**src/rtl/afc_pkg.sv**
```systemverilog
`timescale 1ns / 1ps
`default_nettype none

package afc_pkg;

  localparam int NUM_COLUMNS = 4;
  localparam int NUM_PLANES  = 6;
  localparam int NUM_AXES    = 3;
  localparam int COL_W       = 64;
  localparam int IDX_W       = 2;
  localparam int D_SHIFT     = 4;   // Q.12 constant term aligned to the Q.16 products

  // Plane order
  localparam int PLANE_LEFT   = 0;
  localparam int PLANE_RIGHT  = 1;
  localparam int PLANE_TOP    = 2;
  localparam int PLANE_BOTTOM = 3;
  localparam int PLANE_NEAR   = 4;
  localparam int PLANE_FAR    = 5;

  // Coefficient order within a plane (also the matrix column it comes from)
  localparam int COEF_A = 0;
  localparam int COEF_B = 1;
  localparam int COEF_C = 2;
  localparam int COEF_D = 3;

  typedef logic [COL_W-1:0]   column_t;
  typedef logic signed [15:0] coord_t;   // Q11.4
  typedef logic signed [16:0] coef_t;    // Q4.12
  typedef logic signed [32:0] prod_t;    // Q16.16
  typedef logic signed [34:0] dist_t;

  typedef coef_t [NUM_PLANES-1:0] coef_set_t;

  typedef struct packed {
    coef_t d;
    coef_t c;
    coef_t b;
    coef_t a;
  } plane_t;

  typedef coord_t [NUM_AXES-1:0] box_vec_t;

  // Identity matrix column after reset
  function automatic column_t reset_column(input int col);
    return column_t'(64'h1000) << (16 * col);
  endfunction

  // One coefficient of each plane from one matrix column
  function automatic coef_set_t column_coefs(input column_t col);
    coef_t     r0;
    coef_t     r1;
    coef_t     r2;
    coef_t     r3;
    coef_set_t s;
    r0 = {col[15], col[15:0]};
    r1 = {col[31], col[31:16]};
    r2 = {col[47], col[47:32]};
    r3 = {col[63], col[63:48]};
    s[PLANE_LEFT]   = r3 + r0;
    s[PLANE_RIGHT]  = r3 - r0;
    s[PLANE_TOP]    = r3 - r1;
    s[PLANE_BOTTOM] = r3 + r1;
    s[PLANE_NEAR]   = r2;
    s[PLANE_FAR]    = r3 - r2;
    return s;
  endfunction

endpackage

`default_nettype wire

```
**src/rtl/afc_plane_lane.sv**
```systemverilog
`timescale 1ns / 1ps
`default_nettype none

module afc_plane_lane
  import afc_pkg::*;
(
  input  wire logic     clk,
  input  wire logic     en,
  input  wire box_vec_t box_lo,
  input  wire box_vec_t box_hi,
  input  wire plane_t   plane,
  output logic          cull
);

  coef_t coef   [NUM_AXES];
  prod_t prod_r [NUM_AXES];
  prod_t prod_nxt [NUM_AXES];
  dist_t distance;

  assign coef[0] = plane.a;
  assign coef[1] = plane.b;
  assign coef[2] = plane.c;

  // Pick the corner farthest along the normal and multiply per axis
  always_comb begin
    for (int k = 0; k < NUM_AXES; k++) begin
      prod_nxt[k] = prod_t'(coef[k]) *
                    prod_t'(coef[k][16] ? box_lo[k] : box_hi[k]);
    end
  end

  // Hold products while the next stage is stalled
  always_ff @(posedge clk) begin
    if (en) begin
      prod_r <= prod_nxt;
    end
  end

  // Signed distance of the chosen corner; negative means outside
  assign distance = dist_t'(prod_r[0]) + dist_t'(prod_r[1]) + dist_t'(prod_r[2])
                  + (dist_t'(plane.d) <<< D_SHIFT);
  assign cull = distance[$bits(dist_t)-1];

endmodule

`default_nettype wire

```
**config.mk**
```make
export PLATFORM = sky130hd
export DESIGN_NAME = afc_plane_lane
export DESIGN_NICKNAME = d
export VERILOG_FILES = /design/src/rtl/afc_pkg.sv /design/src/rtl/afc_plane_lane.sv
export SDC_FILE = /design/constraint.sdc
export NUM_CORES = 2
export LEC_CHECK = 0
export ABC_CLOCK_PERIOD_IN_PS = 8320
export BUFFER_PORTS_ARGS = -buffer_cell sky130_fd_sc_hd__buf_4
export CAP_MARGIN = 20
export CORE_MARGIN = 2
export CORE_UTILIZATION = 35
export CTS_CLUSTER_DIAMETER = 30
export DETAILED_ROUTE_END_ITERATION = 8
export PLACE_DENSITY = 0.58
export SYNTH_ARGS = -nofsm -noshare
export SYNTH_HDL_FRONTEND = slang
export SYNTH_SLANG_ARGS = --single-unit
```
**constraint.sdc**
```tcl
create_clock -name clk -period 8.32 [get_ports clk]
set_input_delay 1.664 -clock clk [delete_from_list [all_inputs] [get_ports clk]]
set_output_delay 1.664 -clock clk [all_outputs]
set_load 0.05 [all_outputs]
```
Word level (Yosys, flattened, before mapping)
Index checks and enable logic that the tools add are counted.
W data, S select, Z words.
{"block": "classes", "mux": 3, "multipliers": 3, "addsub": 3}
{"operator": "$mul A17 B33 Y33", "count": 3}
{"operator": "$mux W33", "count": 3}
{"operator": "$add A34 B33 Y35", "count": 1}
{"operator": "$add A35 B21 Y35", "count": 1}
{"operator": "$add A33 B33 Y34", "count": 1}
{"block": "totals", "register_bits": 99, "word_cells": 12}

Logic depth before layout (Yosys ltp)
{"block": "depth", "depth_word": 3, "mapped_depth": 27, "depth_no_buf": 24}

Least setup slack after synthesis
Ideal clock, no wire load.
{"block": "synth_timing", "path_type": "in2reg", "start": "in plane[16] in the netlist's numbering", "end": "reg prod_r[98] in the netlist's numbering (data pin)", "t_arrival_ps": 7891, "setup_slack_ps": 172, "required_time_ps": 8062, "path_stages": 23, "path_buffers": 3, "setup_time_ps": 258, "path_cell_list": "clkbuf_1 mux2_2 clkbuf_1 nand2_1 inv_1 fa_1 fa_1 fa_1 fa_1 fa_1 inv_1 fa_1 inv_1 ha_1 clkbuf_1 o21ai_0 inv_1 o311ai_4 a31oi_1 and4_4 a2111oi_4 a21oi_2 xnor2_1"}
{"item": "from (decl)", "line_no": "afc_plane_lane.sv:11", "rtl": "input wire plane_t plane,"}
{"item": "to (signal assigned)", "line_no": "afc_plane_lane.sv:35", "rtl": "prod_r <= prod_nxt;"}
{"item": "to (decl)", "line_no": "afc_plane_lane.sv:16", "rtl": "prod_t prod_r [NUM_AXES];"}

==> out/summary.md <==
The run finished with clean final reports. The most instantiated flip-flop cell in the synthesis netlist was sky130_fd_sc_hd__edfxtp_1. In this run the standard cell core region covers 0.103 mm^2.

In this run the vertical extent of the chip is 326 um. For this run, design rule violations remaining after detail routing come to 0. Based on the critical path, the design can be clocked at up to 0.127 GHz. Max-cap violations in this run came to 0. The run gives 5134 as the number of cells in the finished layout apart from fillers. After detailed routing, the number of vias per cell comes to 4.68.

The clock tree synthesis step divided the H-tree into 3 levels. The tools report the net count of the mapped netlist as 4982. For the post-synthesis instance area, the log shows 0.0364 mm^2. Wires add up to 82900 um. The filler cell count in the final layout was 10400; the number of synthesized flops with an enable pin was 99. Clock tree synthesis found a total of 99 sinks. Input and output buffers added on the ports amount to 166. The die covers 0.107 mm^2.

The max-slew headroom at the worst pin was 0.371; the final critical-path required period was 7.90 ns. Clock-pin slew was measured on the worst setup and hold paths at 0.07 ns. The logs give 61 for the count of different cell masters after synthesis and 3625 for the count of mapped cells out of synthesis. The share of the core filled with cells was 0.384. Setup violations remaining at the end of the flow were counted as 0. The run gives 0.852 as the routability congestion estimate from global placement. The final critical-path share of the clock period was 0.949; the count of hold-fix buffers inserted at cts was 0. The largest registers in the layout are prod_r x99. The total grt overflow came out at 0. TritonCTS built the clock tree. The tools report the portion of the post-synthesis area used by sequential elements as 0.0817. STA puts the critical path data arrival time at 8.01 ns. The fraction of synthesis flops using an asynchronous set or reset pin is 0, and the required time at the worst-slack endpoint is 8.43 ns. For the remaining antenna violation count after routing, the log shows 0.

The number of flip-flops in the largest register was 99. Before antenna repair, the detailed router went through 5 iterations. In this run the deepest clock path goes through 2 buffers. The detailed router finished its first iteration with 1119 violations.

For the pin with the worst max-slew slack, the measured transition is 0.943 ns. The sort of element at the start of the critical path is an input pin. The share of cells above drive strength 1 was 0.0797. The root buffer selected by CTS is sky130_fd_sc_hd__clkbuf_16.

The maximum fanout along the worst path was 22; the average cell area after synthesis was 10.0 um^2. The tools report the first-pass GRT wire length as 140000 um. The final hold violation count is 0. For this run, the number of Yosys warnings is 0. The aggregate global-route resource usage was 0.163. In this run, post-CTS repair resized a total of 0 instances. Setup repair after global routing left no endpoint under its margin. Summing over every cut layer, the via total after detailed routing is 24000.

The number of clock buffers added by TritonCTS is 9. Entering global routing, the biggest net connects 72 pins. For the final max-slew violation count, the log shows 0. The via count of the first global-routing pass was 26900. The critical path in this run is classified as in -> reg.

More flip-flops sit in one register than any other, and that register is prod_r. After routing, the total negative slack on setup checks comes to 0 ns. For this run, the post-layout net count is 5105. The number of setup buffers added after CTS is 0. The wire length per cell works out to 16.1 um. The min-delay analysis places its worst path in the category in -> reg.

For this design the top-level I/O count stands at 167. The number of storage elements in the synthesis netlist was 99. The number of core rows came out at 118. In this run, placement finished with an instance count of 5117. Compared with the post-synthesis result, the final layout area differs by 8.99%.

The effective utilization at floorplan is 0.352. The worst setup path is captured at a flop. Detailed placement ended at an HPWL of 73600 um.

The initial antenna violation count was 1. The overall die width works out to 326 um.
-- cell usage in the layout, fill, tap and decap left out, drive strengths merged, types with 6 or more instances in the layout --
cell     instances
ha             286
o21bai          11
and3            13
o21a            16
a211oi          10
nand3           21
and2           377
edfxtp          99
inv            854
o2111ai          6
clkbuf          10
buf            223
xor2            23
a31oi           11
nand4            8
fa             905
nand2          377
nand2b          28
o21ai           36
a21oi           76
nor2b           49
nor2            74
xnor2           86
a21o            47
mux2            45
nor3             9
-- cells by family after synthesis --
group           count (synthesis)  share of synthesized area
flops                          99                     0.0817
fa+ha+maj                    1191                      0.596
mux                            49                     0.0150
compound gates                244                     0.0460
buf+inv                       963                     0.0994
simple gates                  970                      0.135
xor+xnor                      109                     0.0262
-- worst paths after layout --
kind,from,depth (start not counted),end
max,plane[16],22,prod_r[97]
min,en,1,prod_r[67]
-- Yosys cell counts (29+ instances only) --
library cell / instances / area, um^2
sky130_fd_sc_hd__inv_1: 852 / 3200
sky130_fd_sc_hd__o21ai_0: 29 / 145
sky130_fd_sc_hd__a21o_1: 47 / 353
sky130_fd_sc_hd__nor2b_1: 48 / 300
sky130_fd_sc_hd__xnor2_1: 86 / 753
sky130_fd_sc_hd__fa_1: 905 / 18100
sky130_fd_sc_hd__mux2_2: 45 / 507
sky130_fd_sc_hd__ha_1: 286 / 3580
sky130_fd_sc_hd__and2_1: 377 / 2360
sky130_fd_sc_hd__nor2_1: 74 / 278
sky130_fd_sc_hd__nand2_1: 377 / 1420
sky130_fd_sc_hd__edfxtp_1: 99 / 2970
sky130_fd_sc_hd__clkbuf_1: 105 / 394
sky130_fd_sc_hd__a21oi_1: 72 / 360
-- per-layer routing --
| metal | GRT usage | wire (um) |
|---|---|---|
| met2 | 0.280 | 41000 |
| met5 | 0 | 0 |
| met1 | 0.226 | 37300 |
| met3 | 0.0162 | 3020 |
| met4 | 0.0292 | 1470 |
-- through the flow --
step	instance area, um^2	setup slack (ns)	hold slack [ns]
floorplan	36400	0.172	1.78
global placement	39400	0.113	2.13
detailed placement	39400	0.0365	2.13
CTS	39700	0.414	1.77
global route	39700	0.0457	1.77
finish	39700	0.424	1.76
-- worst max-delay path, cell delays in order --
cell and delay, ns:
sky130_fd_sc_hd__buf_4 0.26, sky130_fd_sc_hd__mux2_2 0.46, sky130_fd_sc_hd__nand2_1 0.15, sky130_fd_sc_hd__inv_1 0.10, sky130_fd_sc_hd__fa_1 0.75, sky130_fd_sc_hd__fa_1 0.50
sky130_fd_sc_hd__fa_1 0.50, sky130_fd_sc_hd__fa_1 0.51, sky130_fd_sc_hd__fa_1 0.49, sky130_fd_sc_hd__inv_1 0.05, sky130_fd_sc_hd__fa_1 0.47, sky130_fd_sc_hd__inv_1 0.04
sky130_fd_sc_hd__ha_1 0.31, sky130_fd_sc_hd__and4_1 0.30, sky130_fd_sc_hd__nand2_1 0.08, sky130_fd_sc_hd__or4_1 0.39, sky130_fd_sc_hd__a21oi_1 0.21, sky130_fd_sc_hd__o2111ai_1 0.21
sky130_fd_sc_hd__a31oi_1 0.25, sky130_fd_sc_hd__o21a_1 0.14, sky130_fd_sc_hd__nor2_1 0.04, sky130_fd_sc_hd__xnor2_1 0.11
-- final cells by class --
cell class	instances	area (um^2)	area share
antenna	1	2.50	0.0000631
clock buffer	10	229	0.00577
clock inverter	6	48.8	0.00123
inverter	852	3200	0.0806
multi-input combinational	2563	29800	0.751
sequential	99	2970	0.0750
tap	1380	1730	0.0435
timing repair buffer	223	1690	0.0425
Power is not shown: default switching activity piles up to over one toggle a cycle in this logic, so the estimate is an artifact.
