===== config.mk =====
export PLATFORM = sky130hd
export DESIGN_NAME = afc_plane_regs
export DESIGN_NICKNAME = d
export VERILOG_FILES = /design/src/rtl/afc_pkg.sv /design/src/rtl/afc_plane_regs.sv
export SDC_FILE = /design/constraint.sdc
export NUM_CORES = 1
export LEC_CHECK = 0
export BUFFER_PORTS_ARGS = -buffer_cell sky130_fd_sc_hd__buf_2
export CAP_MARGIN = 20
export CORE_MARGIN = 1.5
export CORE_UTILIZATION = 45
export CTS_BUF_LIST = sky130_fd_sc_hd__clkbuf_2 sky130_fd_sc_hd__clkbuf_4 sky130_fd_sc_hd__clkbuf_8
export DETAILED_ROUTE_END_ITERATION = 6
export MAX_ROUTING_LAYER = met4
export PLACE_DENSITY = 0.7
export SYNTH_ARGS = -nofsm -noshare
export SYNTH_HDL_FRONTEND = slang
export SYNTH_SLANG_ARGS = --single-unit

===== constraint.sdc =====
create_clock -name clk -period 15 [get_ports clk]
set_input_delay 4.5 -clock clk [delete_from_list [all_inputs] [get_ports clk]]
set_output_delay 4.5 -clock clk [all_outputs]
set_load 0.02 [all_outputs]

===== src/rtl/afc_pkg.sv =====
`timescale 1ns / 1ps
`default_nettype none

package afc_pkg;

  localparam int NUM_COLUMNS = 4;
  localparam int NUM_PLANES  = 6;
  localparam int NUM_AXES    = 3;
  localparam int COL_W       = 64;
  localparam int IDX_W       = 2;
  localparam int D_SHIFT     = 4;   // Q.12 constant term aligned to the Q.16 products

  // Plane order
  localparam int PLANE_LEFT   = 0;
  localparam int PLANE_RIGHT  = 1;
  localparam int PLANE_TOP    = 2;
  localparam int PLANE_BOTTOM = 3;
  localparam int PLANE_NEAR   = 4;
  localparam int PLANE_FAR    = 5;

  // Coefficient order within a plane (also the matrix column it comes from)
  localparam int COEF_A = 0;
  localparam int COEF_B = 1;
  localparam int COEF_C = 2;
  localparam int COEF_D = 3;

  typedef logic [COL_W-1:0]   column_t;
  typedef logic signed [15:0] coord_t;   // Q11.4
  typedef logic signed [16:0] coef_t;    // Q4.12
  typedef logic signed [32:0] prod_t;    // Q16.16
  typedef logic signed [34:0] dist_t;

  typedef coef_t [NUM_PLANES-1:0] coef_set_t;

  typedef struct packed {
    coef_t d;
    coef_t c;
    coef_t b;
    coef_t a;
  } plane_t;

  typedef coord_t [NUM_AXES-1:0] box_vec_t;

  // Identity matrix column after reset
  function automatic column_t reset_column(input int col);
    return column_t'(64'h1000) << (16 * col);
  endfunction

  // One coefficient of each plane from one matrix column
  function automatic coef_set_t column_coefs(input column_t col);
    coef_t     r0;
    coef_t     r1;
    coef_t     r2;
    coef_t     r3;
    coef_set_t s;
    r0 = {col[15], col[15:0]};
    r1 = {col[31], col[31:16]};
    r2 = {col[47], col[47:32]};
    r3 = {col[63], col[63:48]};
    s[PLANE_LEFT]   = r3 + r0;
    s[PLANE_RIGHT]  = r3 - r0;
    s[PLANE_TOP]    = r3 - r1;
    s[PLANE_BOTTOM] = r3 + r1;
    s[PLANE_NEAR]   = r2;
    s[PLANE_FAR]    = r3 - r2;
    return s;
  endfunction

endpackage

`default_nettype wire


===== src/rtl/afc_plane_regs.sv =====
`timescale 1ns / 1ps
`default_nettype none

module afc_plane_regs
  import afc_pkg::*;
(
  input  wire logic             clk,
  input  wire logic             rst_n,
  input  wire logic             cfg_we,
  input  wire logic [IDX_W-1:0] cfg_index,
  input  wire column_t          cfg_wdata,
  output plane_t                planes [NUM_PLANES]
);

  // Each column feeds one coefficient of every plane, so derive at write time
  coef_set_t coef_r [NUM_COLUMNS];

  for (genvar k = 0; k < NUM_COLUMNS; k++) begin : g_col
    always_ff @(posedge clk) begin
      if (!rst_n) begin
        coef_r[k] <= column_coefs(reset_column(k));
      end else if (cfg_we && (cfg_index == IDX_W'(k))) begin
        coef_r[k] <= column_coefs(cfg_wdata);
      end
    end
  end

  // Regroup by plane
  for (genvar p = 0; p < NUM_PLANES; p++) begin : g_plane
    assign planes[p].a = coef_r[COEF_A][p];
    assign planes[p].b = coef_r[COEF_B][p];
    assign planes[p].c = coef_r[COEF_C][p];
    assign planes[p].d = coef_r[COEF_D][p];
  end

endmodule

`default_nettype wire


==> Word-level counts from Yosys, hierarchy flattened <==
Memories as Yosys holds them, arrays and structs flattened.
Cells that the tools add are included.
{ "word_totals": {"register_bits": 0, "ram_bits": 408, "input_bits": 69, "output_inout_bits": 408, "mem_count": 1} }
{ "classes": {"n_addsub": 5, "eq_ne": 3, "muxes": 17, "bitwise_logic": 4, "n_reduce_logical": 5} }
{ "memory_table": {"columns": ["name", "words", "width", "rd", "rd_clocked_by_memory_dff", "write_ports", "line", "rtl"], "rows": [
  ["coef_r", 4, 102, 4, 0, 4, "afc_plane_regs.sv:16", "coef_set_t coef_r [NUM_COLUMNS];"]
]} }
{ "ops": {"columns": ["cell", "count"], "rows": [
  ["$mux 102", 4],
  ["$sub 16x16->17", 3],
  ["$add 16x16->17", 2],
  ["$mux 1", 13],
  ["$eq 2x2->1 const B", 2],
  ["$logic_and 1x1->1", 4],
  ["$or 1x1->1", 4],
  ["$eq 2x1->1 const B", 1],
  ["$logic_not 2->1", 1]
]} }

==> Longest topological paths before layout <==
Gate-level depths: netlist (run 1).
{ "logic_depth": {"depth_word": 6, "ltp_mapped": 10} }

==> Worst setup path after synthesis (run 1) <==
Ideal clock, no wire load.
{ "synth_timing": {"kind": "input to register", "from": "in cfg_index[1]", "to": "mem coef_r[0][100] in the netlist's numbering (enable)", "t_arrival_ns": 11.632, "path_slack_ns": 2.674, "stages": 2, "cell_sequence": "clkbuf_1 > o21ai_0"} }
{ "synth_rtl": {"columns": ["item", "line", "rtl"], "rows": [
  ["start: declaration", "afc_plane_regs.sv:10", "input wire logic [IDX_W-1:0] cfg_index,"],
  ["end: declaration", "afc_plane_regs.sv:16", null]
]} }

==> results of run 1 <==
[per-stage QoR]
step | setup slack [ns] | utilization (%) | hold WS (ns)
2_1_floorplan | 2.67 | - | 4.70
3_3_place_gp | 7.81 | 52.4 | 4.88
3_5_place_dp | 7.77 | 52.4 | 4.88
4_1_cts | 8.43 | 55.6 | 4.23
5_1_grt | 8.22 | 55.7 | 4.25
6_report | 8.47 | 55.7 | 4.28
[cell type report]
class | count | share of cell area, %
clock buffers | 89 | 4.88
multi-input cells | 1000 | 26.7
flip-flops and latches | 396 | 52.4
diodes | 13 | 0.143
clock inverters | 26 | 0.712
inverters | 75 | 1.24
well taps | 532 | 2.94
repair buffers | 490 | 11.0
[synth_stat cells, types with 8 or more instances]
cell type / number / area share, %
a211oi_1: 9 / 0.36
a21o_1: 13 / 0.53
a21oi_1: 72 / 1.9
and2_1: 12 / 0.41
buf_2: 13 / 0.35
buf_4: 12 / 0.49
clkbuf_1: 47 / 0.95
edfxtp_1: 396 / 64
ha_1: 80 / 5.4
inv_1: 72 / 1.5
nand2_1: 76 / 1.5
nand2b_1: 27 / 0.91
nand3_1: 15 / 0.41
nor2_1: 414 / 8.4
nor2b_1: 24 / 0.81
nor3_1: 17 / 0.46
o211ai_1: 10 / 0.41
o21a_1: 8 / 0.32
o21ai_0: 38 / 1.0
xnor2_1: 40 / 1.9
xor2_1: 15 / 0.71
[per-layer routing]
metal  part of all wire [%]  wire, um  global-route usage (%)
met1                     41     23800                    35.6
met2                     48     27800                    43.9
met3                    8.5      4920                    6.01
met4                    2.9      1670                    10.3
met5                      0         0                       -
[path summary, 6_finish.rpt]
| kind | startpoint | to | slack [ns] | depth (start not counted) |
|---|---|---|---|---|
| setup / recovery | cfg_wdata[49] | coef_r[3][33]$_SDFFCE_PN0P_ | 8.47 | 9 |
| hold / removal | cfg_wdata[44] | coef_r[2][80]$_SDFFCE_PN1P_ | 4.28 | 3 |
[placed cells by master (no fill, tap or decap), types with 5 or more instances in the layout]
cell,synthesis,layout
a21oi_1,72,72
diode_2,0,13
clkinv_2,0,7
o31ai_1,7,7
and2_1,12,12
o21ai_0,38,36
nor3b_1,5,5
o21bai_1,5,5
edfxtp_1,396,396
clkbuf_4,0,19
nand2_1,76,73
fa_1,5,5
nor3_1,17,17
buf_2,13,476
clkbuf_8,0,70
nand4_1,5,5
xnor2_1,40,40
nor2b_1,24,24
nand2b_1,27,27
nand3_1,15,13
o211ai_1,10,10
clkinv_1,1,13
xor2_1,15,15
a21o_1,13,13
ha_1,80,80
a2111oi_2,5,5
buf_4,12,14
nor2_1,414,414
o21a_1,8,8
or4_1,7,7
inv_1,72,72
a211oi_1,9,9
[power groups by stage]
stage	sequential [mW]	clock (mW)	combinational, mW
4_1_cts	1.34	0.950	0.567
3_5_place_dp	1.36	0	0.565
5_1_grt	1.34	0.995	0.607
6_report	1.34	0.935	0.567
2_1_floorplan	1.48	0	0.238
3_3_place_gp	1.36	0	0.561
[cells by family after synthesis]
family	count (synthesis)
AO/OA/AOI/OAI	221
XOR/XNOR	56
adder cells (fa/ha/maj)	85
buffers and inverters	152
flip-flops	396
multiplexers	3
AND/OR/NAND/NOR	635
==> run_results.csv, run 1 <==
group,metric,value,unit
synthesis,synth_xor_area_share,2.69,%
detailed_routing,drc,0,
global_routing,grt_pass1_vias,13700,
critical_path,required,15.33,ns
timing,drv_slew,0,
run,cap_violations,0,
synthesis,synth-adder-area-share,5.95,%
die,dieArea,0.0424,mm^2
detailed_routing,first_iter_violations,1144,
placed_design,place_congestion,0.997,
synthesis,synth.distinct_cells,82,
cts,cts_buffers,67,
synthesis,yosysSeqAreaShare,64.2,%
finish,areaGrowthSynthToFinish,22.5,%
cts,cts-resized-gates,0,
critical_path,critPathMaxFanout,8,
finish,num-fill-cells,3496,
critical_path,path_cells,"buf_2 -> inv_1 -> fa_1 -> nand2b_1 -> a21oi_1 -> o31a_1 -> nand3_1 -> a41oi_1 -> nor2_1",
timing,hold_violations,0,
synthesis,dominantRegCellSynth,"edfxtp_1",
worst_hold_path,min_path_type,"in2reg",
power_and_ir_drop,ir_drop,0.0000866,V
critical_path,path_delay_family,"compound AO/OA/AOI/OAI gates",
finish,reg_top3,"coef_r (396)",
timing,post-route-min-period,6.53,ns
critical_path,max_stage_delay,0.50,ns
finish,layout.cells.non_filler,2621,
synthesis,synth_async_sr_flop_share,0,%
power_and_ir_drop,leakage,9.55,nW
finish,drive_gt1_share,30.4,%
power_and_ir_drop,p_int,1.97,mW
synthesis,synthCells,1548,
detailed_routing,totalWireLength,58300,um
finish,largest_register_ffs,396,
power_and_ir_drop,seqPwrFrac,47.1,%
finish,multi_input_area,0.00605,mm^2
cts,postCtsHoldBufs,0,
critical_path,path_buf_inv,2,
critical_path,crit_arrival,6.86,ns
synthesis,synth.cell_area,0.0185,mm^2
timing,fin_crit_sh,43.5,%
synthesis,synthMuxAreaShare,0.162,%
cts,h-tree-depth,3,
global_routing,grt_util_all_layers,27.9,%
power_and_ir_drop,power_density,125,mW/mm^2
synthesis,synth_edf_count,396,
synthesis,synthSimpleGateAreaFrac,14.9,%
cts,post_cts_buffers,0,
timing,worst_slew_pin_slew,1.04,ns
placed_design,postPlaceCellArea,0.0214,mm^2
die,core_area,0.0407,mm^2
power_and_ir_drop,pwr-share-clk,32.9,%
critical_path,setup.worst_path.class,"in2reg",
synthesis,synth-compound-area-share,8.57,%
detailed_routing,firstDrtPassIters,7,
die,die_x,206,um
cts,clk_pin_slew,0.06,ns
run_status,outcome,"finished clean",
synthesis,synth_warnings,0,
cts,tritoncts,"done",
global_routing,grt_first_pass_wirelength,83900,um
global_routing,grt_overflow,0,
power_and_ir_drop,p_total,2.84,mW
die,rows,74,
critical_path,end_kind,"register",
timing,setup_viol,0,
synthesis,ys_ff_latch,396,
detailed_routing,via_per_inst,5.38,
finish,regArea,0.0119,mm^2
placed_design,dpl.hpwl,42400,um
timing,rsz0062_at_grt,"false",
finish,largest_register,"coef_r",
timing,max_slew_margin,30.7,%
placed_design,dp_cells,2492,
placed_design,portBuffers,476,
synthesis,syn-mean-instance-area,12.0,um^2
detailed_routing,wl_per_cell,22.2,um
die,fp.dieH,206,um
power_and_ir_drop,power_switching,0.870,mW
cts,cts_sinks,396,
cts,clockRootBuffer,"clkbuf_8",
critical_path,slowest_stage,"a41oi_1",
synthesis,synth_nets,1702,
power_and_ir_drop,combinationalPowerShare,20.0,%
timing,fin_setup_tns,0,ns
die,pin_count,477,
global_routing,grt_max_degree,66,
global_routing,antenna_found_initial,12,
synthesis,synth_top_family_by_area,"simple AND/OR/NAND/NOR gates",
die,initial_utilization,45.5,%
critical_path,crit_path_start_kind,"primary input",
finish,postLayoutCellArea,0.0227,mm^2
detailed_routing,dr_total_vias,14100,
timing,fmax,0.153,GHz
power_and_ir_drop,sw_frac_of_total,30.6,%
finish,layout.nets,2184,
detailed_routing,ant_nets,0,
cts,cts_buffer_depth,3,
No activity file was read; power rests on OpenSTA's default activity.
==> run 2, diff against run 1 <==
PLACE_DENSITY = 0.72   (was 0.7)
clock period = 5.25 ns   (was 15 ns; I/O delays follow)
==> run_results.csv, run 2 (synthesized netlist as in run 1, its figures left out) <==
group,metric,value,unit
power_and_ir_drop,ir_drop,0.000248,V
power_and_ir_drop,pwr-share-clk,32.5,%
cts,cts_sinks,396,
placed_design,place_congestion,0.958,
finish,layout_commonest_cell,"buf_2",
detailed_routing,top_layer,"met4",
timing,drv_slew,0,
critical_path,setup.worst_path.class,"in2reg",
cts,cts_buffer_depth,3,
power_and_ir_drop,p_int,5.63,mW
cts,tritoncts,"done",
die,pin_count,477,
cts,post_cts_buffers,0,
timing,timing.final.ws_setup,1.62,ns
timing,rsz0062_at_grt,"false",
finish,reg_top3,"coef_r (396)",
detailed_routing,wl_met1,23900,um
cts,postCtsHoldBufs,0,
detailed_routing,totalWireLength,58600,um
detailed_routing,ant_nets,0,
finish,layout.nets,2180,
power_and_ir_drop,seqPwrFrac,47.4,%
die,fp.dieH,206,um
timing,setup_viol,0,
timing,worst_slew_pin_slew,1.02,ns
run_status,outcome,"finished clean",
finish,postLayoutCellArea,0.0227,mm^2
run,cap_violations,0,
power_and_ir_drop,leakage,9.55,nW
placed_design,portBuffers,476,
critical_path,required,5.62,ns
global_routing,grt_first_pass_wirelength,83800,um
critical_path,crit_path_start_kind,"primary input",
critical_path,crit_arrival,3.99,ns
detailed_routing,wl_per_cell,22.5,um
detailed_routing,drc,0,
die,rows,74,
detailed_routing,firstDrtPassIters,5,
detailed_routing,route.met2.wl,27500,um
timing,fin_crit_sh,69.1,%
global_routing,antenna_found_initial,8,
timing,hold_violations,0,
finish,largest_register_ffs,396,
timing,max_slew_margin,32.1,%
cts,h-tree-depth,2,
detailed_routing,dr_total_vias,14100,
finish,largest_register,"coef_r",
die,die_x,206,um
power_and_ir_drop,power_switching,2.42,mW
critical_path,end_kind,"register",
cts,cts-resized-gates,0,
timing,fin_setup_tns,0,ns
global_routing,grt_util_all_layers,27.9,%
power_and_ir_drop,power_density,355,mW/mm^2
placed_design,preCtsSetupSlack,0.820,ns
cts,clockRootBuffer,"clkbuf_8",
placed_design,dpl.hpwl,42200,um
timing,fmax,0.276,GHz
die,core_area,0.0407,mm^2
detailed_routing,dr_wl_met3,5250,um
global_routing,grt_pass1_vias,13700,
cts,cts_buffers,61,
global_routing,grt_overflow,0,
critical_path,critPathMaxFanout,8,
worst_hold_path,min_path_type,"in2reg",
power_and_ir_drop,sw_frac_of_total,30.1,%
placed_design,postPlaceCellArea,0.0214,mm^2
cts,clk_pin_slew,0.06,ns
power_and_ir_drop,combinationalPowerShare,20.1,%
die,initial_utilization,45.5,%
finish,drive_gt1_share,30.4,%
finish,areaGrowthSynthToFinish,22.4,%
die,dieArea,0.0424,mm^2
global_routing,grt_max_degree,72,
detailed_routing,first_iter_violations,1107,
timing,post-route-min-period,3.63,ns
detailed_routing,via_per_inst,5.42,
finish,most-common-layout-cells,"476 x buf_2, 414 x nor2_1, 396 x edfxtp_1, 80 x ha_1, 73 x nand2_1",
[run 2: cell type report]
class | instances | area [um^2]
diodes | 13 | 32.5
well taps | 532 | 666
clock inverters | 19 | 199
clock buffers | 83 | 1000
flip-flops and latches | 396 | 11900
inverters | 75 | 282
repair buffers | 492 | 2550
multi-input cells | 1000 | 6050
fillers | 3488 | 18100
[run 2: final timing paths]
kind / from / slack [ns] / end / depth (start not counted)
max: cfg_wdata[49] / 1.62 / coef_r[0][33]$_SDFFCE_PN1P_ / 9
min: cfg_wdata[42] / 1.31 / coef_r[1][78]$_SDFFCE_PN0P_ / 3
[run 2: per-stage QoR]
step                      std cells  util (%)  hold slack, ns  power (mW)
after floorplan                1548         -            1.77        4.91
after global placement         2493      52.6            1.97        5.48
after detailed placement       2495      52.6            1.96        5.49
after CTS                      2597      55.6            1.25        8.08
after global routing           2605      55.6            1.30        8.33
final                          2610      55.6            1.31        8.05
[run 2: power groups by stage]
stage | clock (mW) | sequential [mW] | combinational (mW)
after floorplan | 0 | 4.23 | 0.681
after global placement | 0 | 3.87 | 1.60
after detailed placement | 0 | 3.88 | 1.61
after CTS | 2.65 | 3.82 | 1.62
after global routing | 2.76 | 3.84 | 1.73
final | 2.61 | 3.82 | 1.62
[run 2: per-layer routing]
metal / GRT usage [%] / up-vias
met5: - / -
met2: 42.5 / 745
met3: 5.74 / 117
li1: - / 6428
met4: 11.6 / 0
met1: 36.4 / 6855
[run 2: worst max-delay path: stages]
cell	delay (ns)
buf_2	0.26
inv_1	0.23
fa_1	0.48
nand2b_1	0.20
a21oi_1	0.22
o31a_1	0.25
nand3_1	0.13
a41oi_1	0.51
nand2_1	0.13
